--- src/hw/rtl/jse_pkg.sv ---
package jse_pkg;

  typedef enum logic [1:0] {
    CMD_DATA  = 2'd0,
    CMD_BEGIN = 2'd1,
    CMD_END   = 2'd2
  } cmd_e;

  typedef enum logic [2:0] {
    JOB_CHAR  = 3'd0,
    JOB_SHORT = 3'd1,
    JOB_UESC  = 3'd2,
    JOB_PAIR  = 3'd3,
    JOB_ERR   = 3'd4,
    JOB_ERRQ  = 3'd5
  } job_kind_e;

  typedef struct packed {
    job_kind_e   kind;
    logic [15:0] unit0;
    logic [15:0] unit1;
  } job_t;

  localparam logic [7:0] ChQuote  = 8'h22;
  localparam logic [7:0] ChBslash = 8'h5C;
  localparam logic [7:0] ChU      = 8'h75;

endpackage

--- src/hw/rtl/json_string_escaper.sv ---
// JSON string escaper. Send a begin beat, the string bytes as data beats, then an end
// beat; each beat yields zero or more output beats, one character each, and run_last_o
// marks the last character caused by an input beat. status_o flags a UTF-8 error beat
// (character zero); after an error or a NUL in UTF-8 mode, data beats give nothing until
// the next begin or end. Register 0 (utf8_mode, bit 0) selects UTF-8 decoding or byte
// escaping; write it only while the block is idle.
// The first character of a beat is written into the queue and then into the output register.
// Throughput: one output character per cycle while the receiver is ready. A beat that
// produces output yields 1, 2, 6 or 12 characters, so plain text moves at one byte per
// cycle and escapes are paced by the single-character output stage.
// A queue of QueueDepth decoded beats parts the input decoder from the character
// generator; in_ready_o drops only when it is full, so the input keeps flowing while an
// escape drains or the receiver stalls.
// A stalled receiver holds the output register; nothing is lost or repeated.
// Reset clears the decoder, the queue and the output, and sets utf8_mode to 1.
module json_string_escaper #(
  parameter int unsigned QueueDepth = 2
) (
  input  logic        clk_i,
  input  logic        rst_ni,
  input  logic        in_valid_i,
  output logic        in_ready_o,
  input  logic [1:0]  cmd_i,
  input  logic [7:0]  in_byte_i,
  output logic        out_valid_o,
  input  logic        out_ready_i,
  output logic [7:0]  out_char_o,
  output logic        run_last_o,
  output logic        status_o,
  input  logic        psel,
  input  logic        penable,
  input  logic        pwrite,
  input  logic [1:0]  paddr,
  input  logic [31:0] pwdata,
  output logic [31:0] prdata,
  output logic        pready
);

  logic          utf8_q, utf8_d;
  logic          push, pop, q_full, q_valid;
  jse_pkg::job_t job_in, job_out;

  assign pready = 1'b1;
  assign prdata = {31'h0, utf8_q};

  always_comb begin
    utf8_d = utf8_q;
    if (psel && penable && pwrite && paddr == 2'd0) begin
      utf8_d = pwdata[0];
    end
  end

  always_ff @(posedge clk_i or negedge rst_ni) begin
    if (!rst_ni) begin
      utf8_q <= 1'b1;
    end else begin
      utf8_q <= utf8_d;
    end
  end

  jse_front u_front (
    .clk_i       (clk_i),
    .rst_ni      (rst_ni),
    .utf8_mode_i (utf8_q),
    .in_valid_i  (in_valid_i),
    .in_ready_o  (in_ready_o),
    .cmd_i       (cmd_i),
    .in_byte_i   (in_byte_i),
    .q_full_i    (q_full),
    .push_o      (push),
    .job_o       (job_in)
  );

  jse_fifo #(
    .Depth (QueueDepth)
  ) u_fifo (
    .clk_i   (clk_i),
    .rst_ni  (rst_ni),
    .push_i  (push),
    .job_i   (job_in),
    .full_o  (q_full),
    .pop_i   (pop),
    .valid_o (q_valid),
    .job_o   (job_out)
  );

  jse_back u_back (
    .clk_i       (clk_i),
    .rst_ni      (rst_ni),
    .q_valid_i   (q_valid),
    .job_i       (job_out),
    .pop_o       (pop),
    .out_valid_o (out_valid_o),
    .out_ready_i (out_ready_i),
    .out_char_o  (out_char_o),
    .run_last_o  (run_last_o),
    .status_o    (status_o)
  );

endmodule

--- src/hw/rtl/jse_front.sv ---
module jse_front (
  input  logic             clk_i,
  input  logic             rst_ni,
  input  logic             utf8_mode_i,
  input  logic             in_valid_i,
  output logic             in_ready_o,
  input  logic [1:0]       cmd_i,
  input  logic [7:0]       in_byte_i,
  input  logic             q_full_i,
  output logic             push_o,
  output jse_pkg::job_t    job_o
);

  localparam logic [20:0] Min2 = 21'h00080;
  localparam logic [20:0] Min3 = 21'h00800;
  localparam logic [20:0] Min4 = 21'h10000;

  logic [20:0] acc_q, acc_d;
  logic [1:0]  left_q, left_d;
  logic [1:0]  seq_q, seq_d;
  logic        skip_q, skip_d;

  logic          has_job;
  jse_pkg::job_t job;
  logic [20:0]   acc_n;
  logic [1:0]    left_n;
  logic [20:0]   minv;
  logic [19:0]   v;
  logic          accept;

  function automatic jse_pkg::job_t unit_job(input logic [15:0] u, input logic raw_high);
    jse_pkg::job_t j;
    logic [7:0]    sh;
    j.kind  = jse_pkg::JOB_UESC;
    j.unit0 = u;
    j.unit1 = '0;
    unique case (u)
      16'h0008: sh = "b";
      16'h0009: sh = "t";
      16'h000A: sh = "n";
      16'h000C: sh = "f";
      16'h000D: sh = "r";
      16'h0022: sh = jse_pkg::ChQuote;
      16'h005C: sh = jse_pkg::ChBslash;
      default:  sh = 8'h00;
    endcase
    if (sh != 8'h00) begin
      j.kind  = jse_pkg::JOB_SHORT;
      j.unit0 = {8'h00, sh};
    end else if (u < 16'h0020) begin
      j.kind = jse_pkg::JOB_UESC;
    end else if (u < 16'h0080 || (raw_high && u < 16'h0100)) begin
      j.kind = jse_pkg::JOB_CHAR;
    end
    return j;
  endfunction

  assign in_ready_o = !q_full_i;
  assign accept     = in_valid_i && in_ready_o;
  assign push_o     = accept && has_job;
  assign job_o      = job;

  assign acc_n  = {acc_q[14:0], in_byte_i[5:0]};
  assign left_n = left_q - 2'd1;
  assign v      = 20'(acc_n - Min4);

  always_comb begin
    unique case (seq_q)
      2'd1:    minv = Min2;
      2'd2:    minv = Min3;
      default: minv = Min4;
    endcase
  end

  always_comb begin
    acc_d   = acc_q;
    left_d  = left_q;
    seq_d   = seq_q;
    skip_d  = skip_q;
    has_job = 1'b0;
    job     = '{kind: jse_pkg::JOB_CHAR, unit0: {8'h00, jse_pkg::ChQuote}, unit1: 16'h0000};
    unique case (cmd_i)
      jse_pkg::CMD_BEGIN: begin
        acc_d   = '0;
        left_d  = '0;
        seq_d   = '0;
        skip_d  = 1'b0;
        has_job = 1'b1;
      end
      jse_pkg::CMD_END: begin
        acc_d   = '0;
        left_d  = '0;
        seq_d   = '0;
        skip_d  = 1'b0;
        has_job = 1'b1;
        if (left_q != 2'd0 && !skip_q) begin
          job.kind = jse_pkg::JOB_ERRQ;
        end
      end
      jse_pkg::CMD_DATA: begin
        if (!skip_q) begin
          if (!utf8_mode_i) begin
            has_job = 1'b1;
            job     = unit_job({8'h00, in_byte_i}, 1'b1);
          end else if (left_q == 2'd0) begin
            if (in_byte_i == 8'h00) begin
              skip_d = 1'b1;
            end else if (in_byte_i < 8'h80) begin
              has_job = 1'b1;
              job     = unit_job({8'h00, in_byte_i}, 1'b0);
            end else if (in_byte_i >= 8'hC2 && in_byte_i <= 8'hDF) begin
              acc_d  = {16'h0000, in_byte_i[4:0]};
              left_d = 2'd1;
              seq_d  = 2'd1;
            end else if (in_byte_i >= 8'hE0 && in_byte_i <= 8'hEF) begin
              acc_d  = {17'h00000, in_byte_i[3:0]};
              left_d = 2'd2;
              seq_d  = 2'd2;
            end else if (in_byte_i >= 8'hF0 && in_byte_i <= 8'hF4) begin
              acc_d  = {18'h00000, in_byte_i[2:0]};
              left_d = 2'd3;
              seq_d  = 2'd3;
            end else begin
              skip_d   = 1'b1;
              has_job  = 1'b1;
              job.kind = jse_pkg::JOB_ERR;
            end
          end else if (in_byte_i[7:6] != 2'b10) begin
            acc_d    = '0;
            left_d   = '0;
            seq_d    = '0;
            skip_d   = 1'b1;
            has_job  = 1'b1;
            job.kind = jse_pkg::JOB_ERR;
          end else if (left_n != 2'd0) begin
            acc_d  = acc_n;
            left_d = left_n;
          end else begin
            acc_d   = '0;
            left_d  = '0;
            seq_d   = '0;
            has_job = 1'b1;
            if (acc_n < minv || (acc_n >= 21'h0D800 && acc_n <= 21'h0DFFF) ||
                acc_n > 21'h10FFFF) begin
              skip_d   = 1'b1;
              job.kind = jse_pkg::JOB_ERR;
            end else if (acc_n > 21'h0FFFF) begin
              job.kind  = jse_pkg::JOB_PAIR;
              job.unit0 = {6'b110110, v[19:10]};
              job.unit1 = {6'b110111, v[9:0]};
            end else begin
              job = unit_job(acc_n[15:0], 1'b0);
            end
          end
        end
      end
      default: begin
      end
    endcase
  end

  always_ff @(posedge clk_i or negedge rst_ni) begin
    if (!rst_ni) begin
      acc_q  <= '0;
      left_q <= '0;
      seq_q  <= '0;
      skip_q <= 1'b0;
    end else if (accept) begin
      acc_q  <= acc_d;
      left_q <= left_d;
      seq_q  <= seq_d;
      skip_q <= skip_d;
    end
  end

endmodule

--- src/hw/rtl/jse_fifo.sv ---
module jse_fifo #(
  parameter int unsigned Depth = 2
) (
  input  logic          clk_i,
  input  logic          rst_ni,
  input  logic          push_i,
  input  jse_pkg::job_t job_i,
  output logic          full_o,
  input  logic          pop_i,
  output logic          valid_o,
  output jse_pkg::job_t job_o
);

  localparam int unsigned PtrW = (Depth > 1) ? $clog2(Depth) : 1;
  localparam int unsigned CntW = $clog2(Depth + 1);
  localparam logic [PtrW-1:0] LastPtr = PtrW'(Depth - 1);
  localparam logic [CntW-1:0] FullCnt = CntW'(Depth);

  jse_pkg::job_t  mem_q [Depth];
  logic [PtrW-1:0] wr_q, wr_d;
  logic [PtrW-1:0] rd_q, rd_d;
  logic [CntW-1:0] cnt_q, cnt_d;
  logic            do_push, do_pop;

  assign full_o  = (cnt_q == FullCnt);
  assign valid_o = (cnt_q != '0);
  assign job_o   = mem_q[rd_q];
  assign do_push = push_i && !full_o;
  assign do_pop  = pop_i && valid_o;

  always_comb begin
    wr_d  = wr_q;
    rd_d  = rd_q;
    cnt_d = cnt_q;
    if (do_push) begin
      wr_d = (wr_q == LastPtr) ? '0 : wr_q + PtrW'(1);
    end
    if (do_pop) begin
      rd_d = (rd_q == LastPtr) ? '0 : rd_q + PtrW'(1);
    end
    if (do_push && !do_pop) begin
      cnt_d = cnt_q + CntW'(1);
    end else if (do_pop && !do_push) begin
      cnt_d = cnt_q - CntW'(1);
    end
  end

  always_ff @(posedge clk_i) begin
    if (do_push) begin
      mem_q[wr_q] <= job_i;
    end
  end

  always_ff @(posedge clk_i or negedge rst_ni) begin
    if (!rst_ni) begin
      wr_q  <= '0;
      rd_q  <= '0;
      cnt_q <= '0;
    end else begin
      wr_q  <= wr_d;
      rd_q  <= rd_d;
      cnt_q <= cnt_d;
    end
  end

endmodule

--- src/hw/rtl/jse_back.sv ---
module jse_back (
  input  logic          clk_i,
  input  logic          rst_ni,
  input  logic          q_valid_i,
  input  jse_pkg::job_t job_i,
  output logic          pop_o,
  output logic          out_valid_o,
  input  logic          out_ready_i,
  output logic [7:0]    out_char_o,
  output logic          run_last_o,
  output logic          status_o
);

  logic [3:0]  idx_q, idx_d;
  logic        valid_q, valid_d;
  logic [7:0]  char_q, char_d;
  logic        last_q, last_d;
  logic        stat_q, stat_d;

  logic        load;
  logic [3:0]  len;
  logic [15:0] unit;
  logic [2:0]  pos;
  logic [7:0]  esc_char;

  function automatic logic [7:0] hex_char(input logic [3:0] nib);
    return (nib < 4'd10) ? (8'h30 + {4'h0, nib}) : (8'h37 + {4'h0, nib});
  endfunction

  assign load = q_valid_i && (!valid_q || out_ready_i);

  always_comb begin
    unique case (job_i.kind)
      jse_pkg::JOB_CHAR:  len = 4'd1;
      jse_pkg::JOB_SHORT: len = 4'd2;
      jse_pkg::JOB_UESC:  len = 4'd6;
      jse_pkg::JOB_PAIR:  len = 4'd12;
      jse_pkg::JOB_ERR:   len = 4'd1;
      jse_pkg::JOB_ERRQ:  len = 4'd2;
      default:            len = 4'd1;
    endcase
  end

  always_comb begin
    if (idx_q >= 4'd6) begin
      unit = job_i.unit1;
      pos  = 3'(idx_q - 4'd6);
    end else begin
      unit = job_i.unit0;
      pos  = idx_q[2:0];
    end
    unique case (pos)
      3'd0:    esc_char = jse_pkg::ChBslash;
      3'd1:    esc_char = jse_pkg::ChU;
      3'd2:    esc_char = hex_char(unit[15:12]);
      3'd3:    esc_char = hex_char(unit[11:8]);
      3'd4:    esc_char = hex_char(unit[7:4]);
      3'd5:    esc_char = hex_char(unit[3:0]);
      default: esc_char = 8'h00;
    endcase
  end

  always_comb begin
    char_d = char_q;
    stat_d = stat_q;
    last_d = last_q;
    idx_d  = idx_q;
    pop_o  = 1'b0;
    if (load) begin
      stat_d = 1'b0;
      unique case (job_i.kind)
        jse_pkg::JOB_CHAR:  char_d = job_i.unit0[7:0];
        jse_pkg::JOB_SHORT: char_d = (idx_q == 4'd0) ? jse_pkg::ChBslash : job_i.unit0[7:0];
        jse_pkg::JOB_UESC:  char_d = esc_char;
        jse_pkg::JOB_PAIR:  char_d = esc_char;
        jse_pkg::JOB_ERR: begin
          char_d = 8'h00;
          stat_d = 1'b1;
        end
        jse_pkg::JOB_ERRQ: begin
          char_d = (idx_q == 4'd0) ? 8'h00 : jse_pkg::ChQuote;
          stat_d = (idx_q == 4'd0);
        end
        default: char_d = 8'h00;
      endcase
      last_d = (idx_q == len - 4'd1);
      if (last_d) begin
        idx_d = '0;
        pop_o = 1'b1;
      end else begin
        idx_d = idx_q + 4'd1;
      end
    end
  end

  always_comb begin
    if (load) begin
      valid_d = 1'b1;
    end else if (out_ready_i) begin
      valid_d = 1'b0;
    end else begin
      valid_d = valid_q;
    end
  end

  always_ff @(posedge clk_i or negedge rst_ni) begin
    if (!rst_ni) begin
      idx_q   <= '0;
      valid_q <= 1'b0;
    end else begin
      idx_q   <= idx_d;
      valid_q <= valid_d;
    end
  end

  always_ff @(posedge clk_i) begin
    char_q <= char_d;
    last_q <= last_d;
    stat_q <= stat_d;
  end

  assign out_valid_o = valid_q;
  assign out_char_o  = char_q;
  assign run_last_o  = last_q;
  assign status_o    = stat_q;

endmodule

--- config.mk ---
export PLATFORM = sky130hd
export DESIGN_NAME = json_string_escaper
export DESIGN_NICKNAME = d
export VERILOG_FILES = /design/src/hw/rtl/jse_pkg.sv /design/src/hw/rtl/json_string_escaper.sv /design/src/hw/rtl/jse_front.sv /design/src/hw/rtl/jse_fifo.sv /design/src/hw/rtl/jse_back.sv
export SDC_FILE = /design/constraint.sdc
export NUM_CORES = 1
export LEC_CHECK = 0
export ABC_AREA = 1
export BUFFER_PORTS_ARGS = -buffer_cell sky130_fd_sc_hd__buf_2
export CELL_PAD_IN_SITES_DETAIL_PLACEMENT = 0
export CELL_PAD_IN_SITES_GLOBAL_PLACEMENT = 2
export CORE_AREA = 5 5 207 109
export DETAILED_ROUTE_END_ITERATION = 16
export DIE_AREA = 0 0 212 114
export PLACE_DENSITY_LB_ADDON = 0.15
export SLEW_MARGIN = 10
export SYNTH_ARGS = -nofsm -noshare
export SYNTH_HDL_FRONTEND = slang
export SYNTH_SLANG_ARGS = --single-unit
--- constraint.sdc ---
create_clock -name clk_i -period 3.4 [get_ports clk_i]
set_input_delay 0 -clock clk_i [delete_from_list [all_inputs] [get_ports clk_i]]
set_output_delay 0 -clock clk_i [all_outputs]
set_load 0.05 [all_outputs]
==> impl_metrics.py <==
metrics = {
    "synth": {
        "synth_top_area_share_pct": 30.6,
        "yosysTopAreaCell": "edfxtp_1",
        "yosysWarnings": 0,
        "syn_inst": 908,
        "yosysSeqAreaShare_pct": 41.6,
        "async_flop_share_pct": 30.0,
        "synth_enable_flop_cells": 70,
        "synthFlopType": "edfxtp_1",
        "synth_common_cells": "nand2_1 (238), nor2_1 (99), inv_1 (87)",
        "synth.most_common_cell": "nand2_1",
        "yosysUniqueCellTypes": 47,
        "ys_ff_latch": 100,
        "synthTopCellsByArea": "edfxtp_1 (31%), nand2_1 (13%), dfrtp_1 (11%)",
        "syn_area_sq_um": 6860,
        "avgSynthCellArea_sq_um": 7.56,
    },
    "clock_tree": {
        "cts_tree": "built",
        "worstSkewPairLatency_ns": 0.36,
        "cts_buffers": 9,
        "cts.reportedPaths.clkPinSlew_ns": 0.07,
        "cts_buffer_depth": 2,
        "cts_root_buffer": "clkbuf_16",
        "htreeDepth": 3,
        "clock-sinks": 100,
    },
    "global_route": {
        "grt_pass1_wl_mm": 33.4,
        "grt_pass1_vias": 5621,
        "grt_overflow": 0,
        "grt_max_degree": 31,
        "antenna_found_initial": 0,
        "grtUsageTotal_pct": 18.2,
    },
    "setup_path": {
        "critPathMaxStageDelay_ns": 0.42,
        "crit_start": "u_front.seq_q[1]",
        "path_cells": "ha_1 -> inv_1 -> ha_1 -> nand2_1 -> o21ai_0 -> nor2_1 -> a21oi_1 -> nand3_2 -> nor2_4 -> nand2_4 -> nor2_1 -> nor2_1",
        "worst_setup_path_end_kind": "flip-flop",
        "cp.arrival_ns": 2.95,
        "critPathMostFrequentCell": "nor2_1",
        "crit_fanout": 23,
        "worst_path_max_delay_cell": "dfrtp_1",
        "r2r-start": "u_front.seq_q[1]",
        "cp-start-kind": "flip-flop",
        "required_ns": 3.50,
        "critPathKind": "flip-flop to flip-flop",
    },
    "floorplan": {
        "initial_core_util_pct": 32.9,
        "die-area_sq_um": 24200,
        "fp.dieW_um": 212,
        "core_sq_um": 20900,
        "placementRows": 38,
        "die_height_um": 114,
        "num_io_pins": 96,
    },
    "sta": {
        "fin_ws_ns": 0.545,
        "finalHoldViolations": 0,
        "fin_skew_ns": 0.00894,
        "rsz0062_at_grt": "false",
        "worstMarginPinSlew_ns": 0.859,
        "setup_tns_ns": 0,
        "setup_violations": 0,
        "relSlewSlack_pct": 42.7,
        "fin_crit_sh_pct": 84.0,
        "fmax_mhz": 350,
        "fin_crit_ns": 2.85,
        "slew_viol_final": 0,
    },
    "detailed_routing": {
        "top_layer_used": "met4",
        "routed_wirelength_mm": 21.3,
        "drtIter0Drc": 453,
        "drc": 0,
        "wl_met1_mm": 12.5,
        "met3_length_mm": 1.35,
        "vias": 5877,
        "final_antenna_net_count": 0,
        "vias_per_cell": 4.78,
        "routedWlPerCell_um": 17.3,
        "drt_first_pass_iters": 5,
        "dr_wl_met2_mm": 7.29,
    },
    "power_and_ir_drop": {
        "pwr-share-seq_pct": 26.9,
        "power.share.clock_pct": 16.0,
        "combPwrFrac_pct": 57.1,
        "p_sw_w": 0.00333,
        "p_leak_nw": 3.45,
        "switching_share_pct": 50.5,
        "powerDensity_nw_per_um2": 869,
        "ir_drop_v": 0.000425,
        "internal-power_w": 0.00326,
    },
    "hold_path": {
        "hp-class": "input pin to flip-flop",
        "min_from": "in_byte_i[2]",
    },
    "layout": {
        "drive_above_1_share_pct": 13.4,
        "synthToLayoutAreaGrowth_pct": 10.5,
        "fin_util_pct": 36.3,
        "nNetsFinal": 1015,
        "diodes": 0,
    },
    "placed_design": {
        "hpwl_mm": 16.9,
        "port-buffer-count": 32,
        "place_ws_ns": 0.617,
        "globalplace.congestion": 0.831,
    },
    "run_status": {
        "status": "completed",
    },
    "flow_run": {
        "maxCapViolations": 0,
    },
}
layout by cell type (no fill, tap or decap), types with 5 or more instances in the layout:
| master | instances |
|---|---|
| nand2_1 | 238 |
| nor2_1 | 98 |
| inv_1 | 87 |
| nand3_1 | 81 |
| edfxtp_1 | 70 |
| o21ai_1 | 39 |
| o21ai_0 | 33 |
| conb_1 | 32 |
| buf_2 | 32 |
| dfrtp_1 | 29 |
| a21oi_1 | 22 |
| inv_2 | 19 |
| ha_1 | 19 |
| nand4_1 | 17 |
| buf_4 | 15 |
| nor3_2 | 13 |
| nor3_1 | 12 |
| clkbuf_16 | 11 |
| nor2_2 | 9 |
| nand3b_1 | 6 |
| nand2_2 | 5 |
| dlygate4sd3_1 | 5 |
power by group through the flow:
stage          combinational [W]  sequential (W)  clock (W)
2_1_floorplan            0.00248         0.00200          0
3_3_place_gp             0.00375         0.00179          0
3_5_place_dp             0.00373         0.00180          0
4_1_cts                  0.00375         0.00177    0.00110
5_1_grt                  0.00422         0.00181    0.00116
6_report                 0.00376         0.00177    0.00106
per-stage QoR:
stage / cell area, sq um / hold WS (ns) / power, W / std cells
after floorplan: 6970 / -0.296 / 0.00448 / 938
after global placement: 7220 / 0.149 / 0.00555 / 1209
after detailed placement: 7220 / 0.151 / 0.00552 / 1209
after CTS: 7580 / 0.0150 / 0.00662 / 1230
after global routing: 7580 / 0.0253 / 0.00718 / 1230
final: 7580 / 0.0287 / 0.00659 / 1230
area by class of cell:
type | instances | area [sq um]
Fill cell | 2265 | 13300
Multi-Input combinational cell | 673 | 3320
Sequential cell | 100 | 2850
Inverter | 108 | 405
Tap cell | 280 | 350
Timing Repair Buffer | 53 | 343
Clock buffer | 13 | 283
Clock inverter | 3 | 22.5
sequential cells by signal (all words and copies together) (netlist names):
signal	cells
u_front.left_q	2
u_back.out_valid_o	1
u_back.run_last_o	1
u_front.seq_q	2
u_back.idx_q	4
u_fifo.mem_q	60
u_front.skip_q	1
u_fifo.wr_q	1
u_back.status_o	1
u_back.out_char_o	8
u_fifo.cnt_q	2
u_fifo.rd_q	1
u_front.acc_q	15
utf8_q	1
critical path: cells and delay by family (launching register included):
family / cells / cell delay, ns
AND/OR/NAND/NOR: 7 / 1.14
flip-flops: 1 / 0.42
adder cells (fa/ha/maj): 2 / 0.61
AO/OA/AOI/OAI: 2 / 0.37
buffers and inverters: 1 / 0.06
logic make-up (layout without fill, tap and decap cells):
family,count (synthesis),count (layout),synth area share (%)
buf+inv,165,177,11.7
xor+xnor,6,6,0.766
simple gates,493,493,32.1
fa+ha+maj,19,19,3.47
other cells,2,32,0.109
compound gates,123,123,10.3
flops,100,100,41.6
path summary, 6_finish.rpt:
kind / end / slack [ns] / depth (start not counted)
max: u_fifo.mem_q[1][17] / 0.55 / 12
min: u_front.acc_q[2] / 0.03 / 3
max reg2reg: u_fifo.mem_q[1][17] / 0.55 / 12
min reg2reg: u_fifo.cnt_q[0] / 0.47 / 1
max in group asynchronous: u_front.acc_q[12] / 2.56 / 2
min in group asynchronous: u_front.left_q[0] / 0.29 / 2
metal layers:
| metal | vias to the layer above | global-route usage, % |
|---|---|---|
| li1 | 3005 | - |
| met1 | 2730 | 32.2 |
| met2 | 130 | 21.6 |
| met3 | 12 | 4.01 |
| met4 | 0 | 2.57 |
| met5 | - | 0 |
repair_timing:
| action | CTS | global route |
|---|---|---|
| setup buffers | 0 | 0 |
| resized for setup | 0 | 0 |
| hold buffers | 5 | 0 |
| hold endpoints to repair | 31 | 0 |
No activity file was read; power rests on OpenSTA's default activity.
